`config.mk`:
```
export PLATFORM = sky130hd
export DESIGN_NAME = r2q_front
export DESIGN_NICKNAME = d
export VERILOG_FILES = /design/src/rtl/r2q_pkg.sv /design/src/rtl/r2q_front.sv
export SDC_FILE = /design/constraint.sdc
export NUM_CORES = 1
export LEC_CHECK = 0
export ABC_AREA = 1
export BUFFER_PORTS_ARGS = -buffer_cell sky130_fd_sc_hd__buf_2
export CAP_MARGIN = 20
export CELL_PAD_IN_SITES_DETAIL_PLACEMENT = 1
export CELL_PAD_IN_SITES_GLOBAL_PLACEMENT = 1
export CORE_MARGIN = 2
export CORE_UTILIZATION = 46
export DETAILED_ROUTE_END_ITERATION = 10
export GPL_TIMING_DRIVEN = 1
export PLACE_DENSITY_LB_ADDON = 0.1
export SLEW_MARGIN = 10
export SYNTH_ARGS = -nofsm -noshare
export SYNTH_HDL_FRONTEND = slang
export SYNTH_SLANG_ARGS = --single-unit
```
`constraint.sdc`:
```
create_clock -name vclk -period 11.29
set_input_delay 2.258 -clock vclk [all_inputs]
set_output_delay 2.258 -clock vclk [all_outputs]
set_load 0.02 [all_outputs]
```
`src/rtl/r2q_pkg.sv`:
```
// shared constants, record type and output saturation for the rotation matrix to
// quaternion block
// no dependencies
package r2q_pkg;

  // fixed point format
  localparam int FRAC_BITS = 16;
  localparam int IN_W      = 18;
  localparam int OUT_W     = 18;
  localparam int NUM_IN    = 9;
  localparam int NUM_COMP  = 4;

  // stream widths, padded to whole bytes
  localparam int IN_TDATA_W  = ((NUM_IN * IN_W + 7) / 8) * 8;
  localparam int OUT_TDATA_W = ((NUM_COMP * OUT_W + 7) / 8) * 8;

  localparam longint ONE_VAL = longint'(1) << FRAC_BITS;
  localparam longint OUT_MAX = 131071;

  // vector component magnitude, signed working width, squares and length
  localparam int MAG_W = $clog2(ONE_VAL + 3 * 131072);
  localparam int RAD_W = MAG_W + 1;
  localparam int SQ_W  = 2 * MAG_W;
  localparam int LEN_W = SQ_W + 2;

  // quotient bits of a2 * 2^(2F+2) / len2, root bits of its square root
  localparam int DIV_N = 2 * FRAC_BITS + 3;
  localparam int SQ_N  = FRAC_BITS + 2;
  localparam int QP_W  = 2 * SQ_N;
  localparam int RR_W  = SQ_N + 3;

  // queue between front and back
  localparam int QUEUE_D = 4;
  localparam int QPTR_W  = $clog2(QUEUE_D);
  localparam int QCNT_W  = $clog2(QUEUE_D + 1);

  // back pipeline depth up to the output register
  localparam int BACK_LAT = 3 + DIV_N + SQ_N;

  // identity scalar part, saturated
  localparam logic [OUT_W-1:0] IDENT_W = (ONE_VAL > OUT_MAX) ? OUT_W'(OUT_MAX) : OUT_W'(ONE_VAL);

  // classified item: fallback flag, signs and magnitudes of (w, x, y, z) vector
  typedef struct packed {
    logic                               fb;
    logic [NUM_COMP-1:0]                neg;
    logic [NUM_COMP-1:0][MAG_W-1:0]     mag;
  } rec_t;

  // saturate a rounded magnitude and apply its sign
  function automatic logic [OUT_W-1:0] sat_out(input logic [SQ_N-1:0] n, input logic neg);
    longint nv;
    nv = longint'(n);
    if (nv > OUT_MAX) nv = OUT_MAX;
    if (neg) nv = -nv;
    return nv[OUT_W-1:0];
  endfunction

endpackage

```
`src/rtl/r2q_front.sv`:
```
// front classifier: picks the branch, forms the unscaled vector and flags fallback
// depends on r2q_pkg
module r2q_front (
  input  logic [r2q_pkg::IN_TDATA_W-1:0] in_data,
  output r2q_pkg::rec_t                  rec
);

  logic signed [r2q_pkg::IN_W-1:0]  m [r2q_pkg::NUM_IN];
  logic signed [r2q_pkg::RAD_W-1:0] e [r2q_pkg::NUM_IN];
  logic signed [r2q_pkg::RAD_W-1:0] one_s, trace, rad;
  logic signed [r2q_pkg::RAD_W-1:0] d_x, d_y, d_z, s01, s02, s12;
  logic signed [r2q_pkg::RAD_W-1:0] v [r2q_pkg::NUM_COMP];

  // unpack and sign extend the matrix entries
  always_comb begin
    for (int i = 0; i < r2q_pkg::NUM_IN; i++) begin
      m[i] = in_data[i*r2q_pkg::IN_W +: r2q_pkg::IN_W];
      e[i] = r2q_pkg::RAD_W'(m[i]);
    end
  end

  // sums and differences of off-diagonal entries
  assign one_s = r2q_pkg::RAD_W'(r2q_pkg::ONE_VAL);
  assign trace = e[0] + e[4] + e[8];
  assign d_x   = e[7] - e[5];
  assign d_y   = e[2] - e[6];
  assign d_z   = e[3] - e[1];
  assign s01   = e[1] + e[3];
  assign s02   = e[2] + e[6];
  assign s12   = e[5] + e[7];

  // branch select, ties go to the later diagonal entry
  always_comb begin
    if (trace > 0) begin
      rad  = one_s + trace;
      v[0] = rad; v[1] = d_x; v[2] = d_y; v[3] = d_z;
    end else if (e[0] > e[4] && e[0] > e[8]) begin
      rad  = one_s + e[0] - e[4] - e[8];
      v[0] = d_x; v[1] = rad; v[2] = s01; v[3] = s02;
    end else if (e[4] > e[8]) begin
      rad  = one_s + e[4] - e[0] - e[8];
      v[0] = d_y; v[1] = s01; v[2] = rad; v[3] = s12;
    end else begin
      rad  = one_s + e[8] - e[0] - e[4];
      v[0] = d_z; v[1] = s02; v[2] = s12; v[3] = rad;
    end
  end

  // split into sign and magnitude
  always_comb begin
    rec.fb = (rad <= 0);
    for (int i = 0; i < r2q_pkg::NUM_COMP; i++) begin
      rec.neg[i] = v[i][r2q_pkg::RAD_W-1];
      rec.mag[i] = r2q_pkg::MAG_W'(v[i][r2q_pkg::RAD_W-1] ? -v[i] : v[i]);
    end
  end

endmodule

```
==> reports/metrics.cfg, run 1 <==
[synth]
synth_mux_area_share_pct=0
syn_inst=3346
seq_area_frac_synth_pct=0
synth-xor-area-share_pct=7.83
synth_fa_ha_area_share_pct=30.2
synth-simple-area-share_pct=38.2
synth_compound_area_share_pct=11.2
synth_cell_types=47
yosys-top-cells-area=ha_1 22%, nand2_1 20%, inv_1 9.7%
synth_top_family_by_area=simple AND/OR/NAND/NOR gates
yosysTopAreaCell=ha_1
avgSynthCellArea_sq_um=5.81
synth_top_area_share_pct=21.6
syn_area_sq_um=19400
synth_fp_nets=3933
yosys_warnings=0

[detailed_routing]
vias=23000
viasPerCell=5.68
drcViolationCount=0
wl_um=89200
wl_per_cell_um=22.0
ant_nets=0
drtPass1Iterations=5
initialDrtViolationCount=1836

[cts]
cts_resized=0
ctsHoldBuffers=0
post_cts_buffers=0

[global_route]
grtUsageMet2_pct=69.4
grt-ovfl-total=0
grt_max_degree=93
met3_usage_pct=5.66
grt_pass1_vias=24300
grtUsageMet1_pct=48.3
grt.busiest_layer=met2
track_usage_pct=40.2
grt_pass1_wl_um=138000
antenna_found_initial=1

[sta]
final-hold-violation-count=0
finalCriticalPeriod_ps=10780
tns_ps=0
rsz0062_at_grt=false
slew_headroom_pct=21.6
finalCritPeriodShare_pct=95.5
worst_pin_slew_ps=1170
fmax_mhz=92.8
finalSetupViolCount=0
drv_slew=0

[die]
fp.dieW_um=210
design.die.area_sq_um=43900
coreArea_sq_um=41900
die_y_um=210
rows=75
initial_core_util_pct=46.4
ios=249

[critical_path]
path_max_fanout=88
crit_top_cell=nand2_1
worstSetupStartpoint=in_data[3]
cp-start-kind=input port
critPathArrivalTime_ps=8520
critPathRequiredTime_ps=9030
slowest_delay_ps=510
cp-end-kind=output pin
critPathSlowestCell=fa_1
crit_type=in2out

[cells_and_area]
instances_no_fill=4049
syn2layout_area_growth_pct=7.76
final_common_cell=nand2_1
layout_common_cells=1056 x nand2_1, 500 x inv_1, 335 x ha_1, 255 x nand3_1, 252 x nor2_1
drive_gt1_share_pct=9.52
register_area_sq_um=0
nNetsFinal=4099
diodes=0
clock_buffers=0
seq_cells=0

[power]
peakVddDrop_uv=176
leakagePower_nw=12.3
power.density_nw_per_um2=193

[outcome]
outcome=finished, final reports clean

[min_path]
holdPathEnd=rec[57]
hold_depth=6
worstHoldStart=in_data[18]
hold_class=in2out

[place]
dp.final_hpwl_um=78200
gp_congestion=1.01
port_buffers=243
dp_cells=4049

[flow_run]
cap_violations=0

-- synth_stat cells, drive strengths merged, types with 11 or more instances --
cell type,count
nand3b,16
nor3,40
or2,22
fa,84
nand3,260
clkbuf,39
xor2,143
a21o,11
xnor2,30
nand4,55
nand2,1075
nor2,273
inv,513
o21bai,19
buf,50
a21oi,199
o21ai,134
ha,335
-- layout make-up --
type / count / area, sq um
tap: 539 / 674
fill: 6161 / 20900
timing repair buffer: 253 / 1330
inverter: 517 / 1940
multi-input combinational: 2740 / 17000
-- critical path: cells and delay by family --
family	cells	cell delay (ps)
AND/OR/NAND/NOR	20	2970
adder cells (fa/ha/maj)	4	1280
buffers and inverters	8	1110
XOR/XNOR	1	420
AO/OA/AOI/OAI	2	370
-- where the power goes --
group	switching (mW)	internal, mW	leakage (nW)
clock	0	0	0
sequential	0	0	0
combinational	2.88	1.16	12.3
-- through the flow --
stage	instance area (sq um)	total power, mW	utilization (%)	hold WS (ps)	setup slack (ps)
final	20900	4.03	50.0	5410	512
after floorplan	19400	2.62	-	4940	2630
after global routing	20900	4.35	50.0	5440	103
after global placement	20900	3.82	50.0	5370	958
after CTS	20900	3.96	50.0	5390	639
after detailed placement	20900	3.94	50.0	5380	659
-- layer usage --
| layer | part of all wire (%) | vias up |
|---|---|---|
| met3 | 6.0 | 256 |
| met2 | 47 | 807 |
| li1 | - | 10800 |
| met1 | 41 | 11100 |
| met5 | 0.012 | - |
| met4 | 6.4 | 2 |
-- how the worst max path moves through the flow --
stage,end,depth (start not counted)
after floorplan,rec[14],31
after global placement,rec[18],35
after detailed placement,rec[18],35
after CTS,rec[18],35
after global routing,rec[18],35
final,rec[18],35
-- kinds of logic after synthesis --
kind of cell / Yosys count
simple gates: 1750
compound gates: 398
fa+ha+maj: 419
xor+xnor: 173
buf+inv: 606
Power figures use the tool's default switching activity.
==> run 2: changes to the inputs <==
==> constraint.sdc (replaced) <==
create_clock -name vclk -period 12.7
set_input_delay 2.54 -clock vclk [all_inputs]
set_output_delay 2.54 -clock vclk [all_outputs]
set_load 0.02 [all_outputs]
==> run 2 against run 1 <==
  * Global-route usage is 2.1 points lower
  * Hold slack gained 580 ps
  * Flip-flop and latch count stayed put
  * Setup slack better by 1000 ps
  * Non-clock buffer count shrank 3
  * Utilization decreased by 0.14 points
  * Sequential share of layout area did not move
  * Design area shrank 0.29%
  * Die area stayed put
  * Final cell count hardly changed
  * Via count shrank 1.3%
  * Critical endpoint unchanged
  * Largest cell class unchanged
==> reports/metrics.cfg, run 2 (synthesized netlist as in run 1, its figures left out) <==
[outcome]
outcome=finished, final reports clean  ; unchanged

[power]
leakagePower_nw=12.3  ; about the same
peakVddDrop_uv=143  ; was 176 uV
swShare_pct=71.3  ; about the same
p_comb_share_pct=100.0  ; about the same
p_seq_share_pct=0  ; about the same
intPower_mw=1.02  ; was 1.16 mW
switchingPower_mw=2.52  ; was 2.88 mW
power.density_nw_per_um2=169  ; was 193 nW/um^2
clock_power_share_pct=0  ; about the same

[detailed_routing]
ant_nets=0  ; unchanged
wl_um=84700  ; was 89200 um
initialDrtViolationCount=1495  ; was 1836
vias=22700  ; was 23000
wl_per_cell_um=20.9  ; was 22.0 um
drcViolationCount=0  ; unchanged
viasPerCell=5.61  ; was 5.68
drtPass1Iterations=5  ; unchanged

[cells_and_area]
clock_buffers=0  ; unchanged
diodes=0  ; unchanged
syn2layout_area_growth_pct=7.45  ; was 7.76%
final_common_cell=nand2_1  ; unchanged
instances_no_fill=4046  ; was 4049
seq_cells=0  ; unchanged
layout_common_cells=1056 x nand2_1, 500 x inv_1, 335 x ha_1, 255 x nand3_1, 252 x nor2_1  ; unchanged
nFillCells=6162  ; was 6161
register_area_sq_um=0  ; unchanged
drive_gt1_share_pct=9.44  ; was 9.52%
nNetsFinal=4096  ; was 4099

[cts]
cts_resized=0  ; unchanged
post_cts_buffers=0  ; unchanged
ctsHoldBuffers=0  ; unchanged

[global_route]
track_usage_pct=38.0  ; was 40.2%
grt_pass1_wl_um=131000  ; was 138000 um
grtUsageMet1_pct=47.6  ; was 48.3%
grt_pass1_vias=23500  ; was 24300
grt.busiest_layer=met2  ; unchanged
grt_max_degree=92  ; was 93
grtUsageMet2_pct=66.2  ; was 69.4%
grt-ovfl-total=0  ; unchanged
met3_usage_pct=3.74  ; was 5.66%
antenna_found_initial=1  ; unchanged

[critical_path]
critPathArrivalTime_ps=8640  ; was 8520 ps
crit_type=in2out  ; unchanged
critPathSlowestCell=fa_1  ; unchanged
cp-end-kind=output pin  ; unchanged
path_max_fanout=88  ; unchanged
cp-start-kind=input port  ; unchanged
slowest_delay_ps=490  ; was 510 ps
crit_top_cell=nand2_1  ; unchanged
critPathRequiredTime_ps=10160  ; was 9030 ps

[sta]
tns_ps=0  ; unchanged
final-hold-violation-count=0  ; unchanged
slew_headroom_pct=24.1  ; was 21.6%
finalSetupViolCount=0  ; unchanged
fmax_mhz=89.4
worst_pin_slew_ps=1130  ; was 1170 ps
finalCritPeriodShare_pct=88.0
rsz0062_at_grt=false  ; unchanged
finalCriticalPeriod_ps=11180
drv_slew=0  ; unchanged

[die]
initial_core_util_pct=46.4  ; unchanged
die_y_um=210  ; unchanged
fp.dieW_um=210  ; unchanged
coreArea_sq_um=41900  ; unchanged
ios=249  ; unchanged
rows=75  ; unchanged
design.die.area_sq_um=43900  ; unchanged

[place]
dp.final_hpwl_um=74100  ; was 78200 um
gp_congestion=1.06  ; was 1.01
port_buffers=243  ; unchanged
dp_cells=4046  ; was 4049

[min_path]
hold_class=in2out  ; unchanged

[flow_run]
cap_violations=0  ; unchanged

-- run 2: worst paths after layout --
path   startpoint  endpoint  slack (ps)  depth (start not counted)
min   in_data[18]   rec[57]        5990                          6
max    in_data[3]   rec[18]        1520                         35
-- run 2: metal layers --
layer	routed length, um	vias to the layer above	share of wire (%)
met2	39700	699	47
met1	35800	11000	42
met3	4650	172	5.5
li1	-	10800	-
met4	4530	0	5.3
met5	0	-	0
-- run 2: final cells by class --
cell class	instances	area (sq um)	share of cell area, %
well taps	539	674	3.23
inverters	517	1940	9.29
multi-input cells	2740	17000	81.4
repair buffers	250	1270	6.08
-- run 2: worst max-delay path, delay by kind of cell --
family / cells / cell delay, ps
adder cells (fa/ha/maj): 4 / 1250
AND/OR/NAND/NOR: 20 / 2980
AO/OA/AOI/OAI: 2 / 380
XOR/XNOR: 1 / 360
buffers and inverters: 8 / 1060
-- run 2: per-stage QoR --
stage                     worst slack (ps)  total power, mW  util (%)  hold slack [ps]  area [sq um]
after floorplan                       3480             2.33         -             5510         19400
after global placement                1870             3.37      49.9             5930         20900
after detailed placement              1680             3.46      49.9             5950         20900
after CTS                             1650             3.47      49.9             5950         20900
after global routing                  1030             3.83      49.9             5990         20900
final                                 1520             3.54      49.9             5990         20900
-- run 2: power groups by stage --
| stage | Combinational (mW) | Sequential [mW] | Clock [mW] |
|---|---|---|---|
| after floorplan | 2.33 | 0 | 0 |
| after global placement | 3.37 | 0 | 0 |
| final | 3.54 | 0 | 0 |
| after detailed placement | 3.46 | 0 | 0 |
| after global routing | 3.83 | 0 | 0 |
| after CTS | 3.47 | 0 | 0 |
