$ cat src/rtl/r2q_pkg.sv
// shared constants, record type and output saturation for the rotation matrix to
// quaternion block
// no dependencies
package r2q_pkg;

  // fixed point format
  localparam int FRAC_BITS = 16;
  localparam int IN_W      = 18;
  localparam int OUT_W     = 18;
  localparam int NUM_IN    = 9;
  localparam int NUM_COMP  = 4;

  // stream widths, padded to whole bytes
  localparam int IN_TDATA_W  = ((NUM_IN * IN_W + 7) / 8) * 8;
  localparam int OUT_TDATA_W = ((NUM_COMP * OUT_W + 7) / 8) * 8;

  localparam longint ONE_VAL = longint'(1) << FRAC_BITS;
  localparam longint OUT_MAX = 131071;

  // vector component magnitude, signed working width, squares and length
  localparam int MAG_W = $clog2(ONE_VAL + 3 * 131072);
  localparam int RAD_W = MAG_W + 1;
  localparam int SQ_W  = 2 * MAG_W;
  localparam int LEN_W = SQ_W + 2;

  // quotient bits of a2 * 2^(2F+2) / len2, root bits of its square root
  localparam int DIV_N = 2 * FRAC_BITS + 3;
  localparam int SQ_N  = FRAC_BITS + 2;
  localparam int QP_W  = 2 * SQ_N;
  localparam int RR_W  = SQ_N + 3;

  // queue between front and back
  localparam int QUEUE_D = 4;
  localparam int QPTR_W  = $clog2(QUEUE_D);
  localparam int QCNT_W  = $clog2(QUEUE_D + 1);

  // back pipeline depth up to the output register
  localparam int BACK_LAT = 3 + DIV_N + SQ_N;

  // identity scalar part, saturated
  localparam logic [OUT_W-1:0] IDENT_W = (ONE_VAL > OUT_MAX) ? OUT_W'(OUT_MAX) : OUT_W'(ONE_VAL);

  // classified item: fallback flag, signs and magnitudes of (w, x, y, z) vector
  typedef struct packed {
    logic                               fb;
    logic [NUM_COMP-1:0]                neg;
    logic [NUM_COMP-1:0][MAG_W-1:0]     mag;
  } rec_t;

  // saturate a rounded magnitude and apply its sign
  function automatic logic [OUT_W-1:0] sat_out(input logic [SQ_N-1:0] n, input logic neg);
    longint nv;
    nv = longint'(n);
    if (nv > OUT_MAX) nv = OUT_MAX;
    if (neg) nv = -nv;
    return nv[OUT_W-1:0];
  endfunction

endpackage

$ cat src/rtl/r2q_queue.sv
// short queue of classified items between the front and the back
// depends on r2q_pkg
module r2q_queue (
  input  logic          clk,
  input  logic          rst_n,
  input  logic          push,
  input  r2q_pkg::rec_t wr_rec,
  output logic          full,
  input  logic          pop,
  output r2q_pkg::rec_t rd_rec,
  output logic          not_empty
);

  r2q_pkg::rec_t               mem_r [r2q_pkg::QUEUE_D];
  logic [r2q_pkg::QPTR_W-1:0]  wr_ptr_r, wr_ptr_nxt, rd_ptr_r, rd_ptr_nxt;
  logic [r2q_pkg::QCNT_W-1:0]  cnt_r, cnt_nxt;

  assign full      = (cnt_r == r2q_pkg::QCNT_W'(r2q_pkg::QUEUE_D));
  assign not_empty = (cnt_r != '0);
  assign rd_rec    = mem_r[rd_ptr_r];

  // pointer and fill count update
  always_comb begin
    wr_ptr_nxt = wr_ptr_r;
    rd_ptr_nxt = rd_ptr_r;
    cnt_nxt    = cnt_r;
    if (push) begin
      wr_ptr_nxt = (wr_ptr_r == r2q_pkg::QPTR_W'(r2q_pkg::QUEUE_D - 1)) ? '0 : wr_ptr_r + 1'b1;
    end
    if (pop) begin
      rd_ptr_nxt = (rd_ptr_r == r2q_pkg::QPTR_W'(r2q_pkg::QUEUE_D - 1)) ? '0 : rd_ptr_r + 1'b1;
    end
    if (push && !pop) cnt_nxt = cnt_r + 1'b1;
    else if (pop && !push) cnt_nxt = cnt_r - 1'b1;
  end

  always_ff @(posedge clk) begin
    if (!rst_n) begin
      wr_ptr_r <= '0;
      rd_ptr_r <= '0;
      cnt_r    <= '0;
    end else begin
      wr_ptr_r <= wr_ptr_nxt;
      rd_ptr_r <= rd_ptr_nxt;
      cnt_r    <= cnt_nxt;
    end
  end

  // storage
  always_ff @(posedge clk) begin
    if (push) mem_r[wr_ptr_r] <= wr_rec;
  end

  a_cnt_bound: assert property (@(posedge clk) disable iff (!rst_n)
    cnt_r <= r2q_pkg::QCNT_W'(r2q_pkg::QUEUE_D))
    else $error("queue fill count above depth");

  a_no_pop_empty: assert property (@(posedge clk) disable iff (!rst_n)
    pop |-> not_empty)
    else $error("queue popped while empty");

endmodule

$ cat config.mk
export PLATFORM = sky130hd
export DESIGN_NAME = r2q_queue
export DESIGN_NICKNAME = d
export VERILOG_FILES = /design/src/rtl/r2q_pkg.sv /design/src/rtl/r2q_queue.sv
export SDC_FILE = /design/constraint.sdc
export NUM_CORES = 1
export LEC_CHECK = 0
export BUFFER_PORTS_ARGS = -buffer_cell sky130_fd_sc_hd__buf_4
export CAP_MARGIN = 20
export CORE_MARGIN = 4
export CORE_UTILIZATION = 35
export CTS_BUF_LIST = sky130_fd_sc_hd__clkbuf_8
export DETAILED_ROUTE_END_ITERATION = 8
export GPL_TIMING_DRIVEN = 0
export PLACE_DENSITY = 0.54
export SLEW_MARGIN = 20
export SYNTH_ARGS = -nofsm -noshare
export SYNTH_HDL_FRONTEND = slang
export SYNTH_SLANG_ARGS = --single-unit
export TNS_END_PERCENT = 20
$ cat constraint.sdc
create_clock -name clk -period 2.65 [get_ports clk]
set_input_delay 0.265 -clock clk [delete_from_list [all_inputs] [get_ports clk]]
set_output_delay 0.265 -clock clk [all_outputs]
set_load 0.005 [all_outputs]
==> results.py, run 1 <==
metrics = {
    "status": {
        "status": "complete, no violations",
    },
    "layout": {
        "final_nets": 866,
        "layout-drive-gt1-share": 0.420,
        "post-route-util": 0.463,
        "fin_area_sq_um": 16000,
        "antenna_cells": 0,
        "layout_common_cells": "324 x edfxtp_1, 167 x buf_4, 82 x dlygate4sd3_1",
        "syn_to_final_growth_pct": 30.9,
        "final_common_cell": "edfxtp_1",
    },
    "sta": {
        "relSlewSlack": 0.521,
        "finalCritPeriodShare": 0.881,
        "timing.clock.skew_ns": 0.0134,
        "timing.hold.ws_ns": 0.0503,
        "tightestPinTransition_ns": 0.719,
        "rsz0062_at_grt": "no",
        "timing.final.crit_period_ns": 2.33,
        "slew_viol_final": 0,
        "setup_violations": 0,
        "fmax_mhz": 428,
        "finalHoldViolCount": 0,
        "setup_slack_ns": 0.316,
    },
    "worst_setup_path": {
        "crit_chain": "buf_2 > mux4_2 > buf_4",
        "required_ns": 2.38,
        "crit_arrival_ns": 2.07,
        "startpoint_type": "register",
        "path_class": "register to output pin",
        "cp-end-kind": "output pin",
        "cp_slowest_stage_delay_ns": 0.54,
        "critical_path_peak_fanout": 10,
        "critPathBufInv": 2,
        "crit_slowest_cell": "dfxtp_2",
        "crit_family": "buffers and inverters",
    },
    "grt": {
        "grt_pass1_vias": 6775,
        "busiest_layer": "met2",
        "antenna_found_initial": 0,
        "grt_start_max_net_pins": 43,
        "grt_pass1_wl_microns": 38200,
        "use_met2": 0.224,
        "grt-ovfl-total": 0,
        "grt_use_met1": 0.157,
        "grt_usage": 0.130,
        "grt_use_met3": 0.0404,
    },
    "detailed_routing": {
        "wl_microns": 24900,
        "first_pass_iters": 4,
        "wl_per_cell_microns": 19.6,
        "drcViolationCount": 0,
        "num_vias": 5882,
        "vias_per_cell": 4.62,
        "drtIter0Drc": 285,
        "antenna_left": 0,
    },
    "logic_synthesis": {
        "synth.distinct_cells": 22,
        "synthSimpleGateAreaFrac": 0.00747,
        "synthesis.nets": 559,
        "async_flop_share": 0,
        "syn_avg_cell_area_sq_um": 26.2,
        "ys_ff_latch": 333,
        "synth-seq-area-share": 0.810,
        "netlist_area_sq_um": 12200,
        "synth_area_leader_cell": "edfxtp_1",
        "synth_top_family_by_area": "multiplexers",
        "synth-xor-area-share": 0.00143,
        "ys_warn_count": 0,
        "synth_edf_count": 324,
        "synth_fa_ha_area_frac": 0.00778,
        "synth_mux_area_frac": 0.152,
        "synth_compound_area_frac": 0.00164,
        "ys_top_cells_by_area": "edfxtp_1 80%, mux4_2 15%, dfxtp_1 1.5%",
        "netlist.area_leader.share": 0.796,
        "synthFlopType": "edfxtp_1",
        "syn_inst": 467,
    },
    "placed_design": {
        "place.gp.congestion": 0.692,
        "dpl_cell_area_sq_um": 14200,
        "portBuffers": 167,
        "dp_hpwl_microns": 15200,
        "place_ws_ns": 0.365,
    },
    "floorplan": {
        "initial_core_util": 0.354,
        "chipHeight_microns": 195,
        "fp.dieW_microns": 195,
        "rows": 68,
        "core_sq_um": 34500,
        "fp.dieArea_sq_um": 38000,
        "boundaryPins": 168,
    },
    "power": {
        "ir_worst_vdd_uv": 411,
        "leakagePower_nw": 5.51,
        "powerDensity_nw_per_um2": 715,
    },
    "worst_hold_path": {
        "hold_class": "input port to register",
    },
    "cts": {
        "clk_pin_slew_worst_paths_ns": 0.06,
        "clockRootBuffer": "clkbuf_8",
        "clk-insertion-delay-late_ns": 0.58,
        "clock-sinks": 333,
        "cts_tree": "built",
        "clockBufferDepth": 3,
        "htree_levels": 2,
        "cts_buffers": 53,
    },
    "run": {
        "drv_cap": 0,
    },
}
==> synthesized netlist by cell type, drive strengths merged, types with 2 or more instances <==
cell	instances
and2	5
buf	17
dfxtp	9
edfxtp	324
ha	6
inv	4
mux2i	4
mux4	81
nor2b	5
or3	2
==> sequential cells by signal, summed over array words and instances, names as in the netlist, named ones only <==
| name | flops |
|---|---|
| cnt_r | 3 |
| wr_ptr_r | 2 |
| mem_r | 324 |
| rd_ptr_r | 2 |
==> area by class of cell <==
cell class	instances	area, sq um
multi-input cells	112	2100
plain buffers	17	211
clock inverters	43	256
fillers	2977	18500
flip-flops and latches	333	9910
inverters	4	15.0
repair buffers	253	2180
well taps	455	569
clock buffers	55	757
==> metal layers <==
layer,up-vias,part of all wire
li1,2631,-
met1,3045,0.40
met2,154,0.51
met3,52,0.064
met4,0,0.022
met5,-,0
==> worst register-to-register path: cells and delay by family, from the launching register on <==
kind / cells / cell delay, ns
simple gates: 1 / 0.59
buf+inv: 2 / 0.44
flops: 1 / 0.35
fa+ha+maj: 1 / 0.15
==> power breakdown <==
part | internal [mW] | total (mW) | switching (mW)
registers | 6.04 | 6.10 | 0.0622
logic | 0.683 | 1.21 | 0.525
clock network | 2.22 | 4.14 | 1.92
==> cells by family (layout without fill, tap and decap cells) <==
family                     count (synthesis)  count (layout)
AOI/OAI and AO/OA                          3               3
xor gates and xnor gates                   2               2
adders and majority gates                  7               7
buffers and inverters                     22             372
DFF                                      333             333
muxes                                     85              85
and+or+nand+nor                           15              15
==> through the flow <==
step           TNS (ns)  total power [mW]  std cells
2_1_floorplan    -53.47              6.73        467
3_3_place_gp    -440.99              7.30       1089
3_5_place_dp          0              7.35       1093
4_1_cts               0              11.6       1272
5_1_grt               0              12.0       1272
6_report              0              11.4       1272
==> timing repair <==
action                     CTS  global route
hold buffers                82             0
hold endpoints to repair   333             0
setup endpoints to repair   80             0
setup buffers                0             0
gates resized for setup      1             0
==> final timing paths <==
kind	startpoint	end	slack, ns	cells after the start
hold reg to reg	rd_ptr_r[1]$_SDFFE_PN0P_	register	0.54	2
setup reg to reg	wr_ptr_r[0]$_SDFFE_PN0P_	mem_r[0][15]$_DFFE_PP_	0.75	4
hold / removal	pop	register	0.05	3
setup / recovery	register	rd_rec[48]	0.32	3
Power figures use the tool's default switching activity.
==> run 2, diff against run 1 <==
--- a/config.mk
+++ b/config.mk
@@ -11,3 +11,2 @@
 export CORE_UTILIZATION = 35
-export CTS_BUF_LIST = sky130_fd_sc_hd__clkbuf_8
 export DETAILED_ROUTE_END_ITERATION = 8
==> constraint.sdc (replaced) <==
create_clock -name clk -period 2.65 [get_ports clk]
set_input_delay 0.3975 -clock clk [delete_from_list [all_inputs] [get_ports clk]]
set_output_delay 0.3975 -clock clk [all_outputs]
set_load 0.005 [all_outputs]
==> results.py, run 2 (synthesized netlist as in run 1, its figures left out) <==
metrics = {
    "detailed_routing": {
        "wl_microns": 23900,
        "antenna_left": 0,
        "top_layer_used": "met4",
        "drtIter0Drc": 286,
        "drcViolationCount": 0,
        "wl_met2_microns": 12400,
        "wl_per_cell_microns": 20.7,
        "num_vias": 5488,
        "first_pass_iters": 4,
        "met3_length_microns": 1450,
        "wl_met1_microns": 9510,
        "vias_per_cell": 4.76,
    },
    "cts": {
        "clock-sinks": 333,
        "post-cts-setup-buffer-count": 0,
        "clk-insertion-delay-late_ns": 0.50,
        "cts_tree": "built",
        "clk_pin_slew_worst_paths_ns": 0.06,
        "htree_levels": 2,
        "clockRootBuffer": "clkbuf_16",
        "clockBufferDepth": 3,
        "cts_buffers": 36,
    },
    "placed_design": {
        "portBuffers": 167,
        "place.gp.congestion": 0.692,
        "dpl_cell_area_sq_um": 14200,
        "dp_hpwl_microns": 15200,
    },
    "power": {
        "clock_power_share": 0.391,
        "ir_worst_vdd_uv": 558,
        "combPwrFrac": 0.093,
        "leakagePower_nw": 5.14,
        "p_seq_frac": 0.516,
        "powerDensity_nw_per_um2": 774,
        "internal-power_mw": 9.39,
        "swShare": 0.205,
        "switchingPower_mw": 2.42,
    },
    "sta": {
        "tightestPinTransition_ns": 0.730,
        "fin_tns_setup_ns": 0,
        "timing.hold.ws_ns": 0.0912,
        "rsz0062_at_grt": "no",
        "timing.final.crit_period_ns": 2.41,
        "relSlewSlack": 0.513,
        "timing.clock.skew_ns": 0.0132,
        "fmax_mhz": 416,
        "finalCritPeriodShare": 0.908,
        "slew_viol_final": 0,
        "setup_violations": 0,
        "finalHoldViolCount": 0,
    },
    "grt": {
        "grt-ovfl-total": 0,
        "grt_usage": 0.124,
        "antenna_found_initial": 0,
        "grt_pass1_wl_microns": 36400,
        "grt_start_max_net_pins": 43,
        "grt_pass1_vias": 6221,
    },
    "floorplan": {
        "fp.dieW_microns": 195,
        "boundaryPins": 168,
        "chipHeight_microns": 195,
        "core_sq_um": 34500,
        "fp.dieArea_sq_um": 38000,
        "initial_core_util": 0.354,
        "rows": 68,
    },
    "worst_setup_path": {
        "required_ns": 2.25,
        "cp-end-kind": "output pin",
        "path_class": "register to output pin",
        "crit_arrival_ns": 2.01,
        "startpoint_type": "register",
        "critical_path_peak_fanout": 10,
    },
    "status": {
        "status": "complete, no violations",
    },
    "layout": {
        "regMostFlops": "mem_r",
        "largest_reg_flops": 324,
        "syn_to_final_growth_pct": 24.8,
        "largest_registers": "mem_r (324), cnt_r (3)",
        "antenna_cells": 0,
        "layout_common_cells": "324 x edfxtp_1, 167 x buf_4, 81 x mux4_2",
        "fin_area_sq_um": 15300,
        "final_common_cell": "edfxtp_1",
        "layout-drive-gt1-share": 0.460,
        "final_nets": 767,
    },
    "worst_hold_path": {
        "hold_class": "input port to register",
    },
    "run": {
        "drv_cap": 0,
    },
}
[run 2: changes by cell type in the layout (fill, tap and decap cells not counted)]
cell and delta:
bufinv_16 -1, clkbuf_1 +7, clkbuf_16 +37, clkbuf_8 -55
clkinv_1 -10, clkinv_2 -5, clkinvlp_4 -1, dlygate4sd3_1 -82
inv_1 -12, inv_6 +2, inv_8 +1
[run 2: final cells by class]
| cell class | count | area (sq um) |
|---|---|---|
| clock inverter | 17 | 140 |
| multi-input combinational | 112 | 2100 |
| sequential | 333 | 9910 |
| buffer | 17 | 211 |
| timing repair buffer | 171 | 1360 |
| inverter | 4 | 15.0 |
| clock buffer | 44 | 952 |
| tap | 455 | 569 |
| fill | 3007 | 19300 |
[run 2: critical path, cell delays in order (launching register included)]
cell and delay (ns):
dfxtp_1 0.32, buf_6 0.26, buf_12 0.20, mux4_2 0.55
buf_4 0.16
[run 2: power groups by stage]
stage	sequential (mW)	combinational [mW]	clock, mW
2_1_floorplan	6.20	0.532	0
3_3_place_gp	6.22	1.08	0
3_5_place_dp	6.20	1.14	0
4_1_cts	6.10	1.14	4.79
5_1_grt	6.11	1.20	5.00
6_report	6.10	1.10	4.61
[run 2: what timing repair did]
action / CTS / global route
hold buffers: 0 / 0
hold endpoints to repair: 0 / 0
endpoints found under the setup margin: 80 / 0
gates resized for setup: 1 / 0
[run 2: per-layer routing]
metal | global-route usage | vias up
met5 | 0 | -
met4 | 0.0347 | 0
met3 | 0.0352 | 40
met2 | 0.216 | 137
met1 | 0.153 | 2892
li1 | - | 2419
[run 2: worst paths after layout]
check | from | slack [ns] | end | cells past startpoint
max | register | 0.24 | rd_rec[48] | 4
min | wr_rec[63] | 0.09 | mem_r[2][63]$_DFFE_PP_ | 1
max reg2reg | wr_ptr_r[0]$_SDFFE_PN0P_ | 0.74 | mem_r[0][17]$_DFFE_PP_ | 4
min reg2reg | rd_ptr_r[1]$_SDFFE_PN0P_ | 0.55 | register | 2
[run 2: per-stage QoR]
step                      power, mW  utilization  std cells  setup WS (ns)
after floorplan                6.73            -        467         -0.226
after global placement         7.30        0.407       1089          -1.78
after detailed placement       7.35        0.410       1093          0.233
after CTS                      12.0        0.442       1153          0.143
after global routing           12.3        0.442       1153          0.144
final                          11.8        0.442       1153          0.244
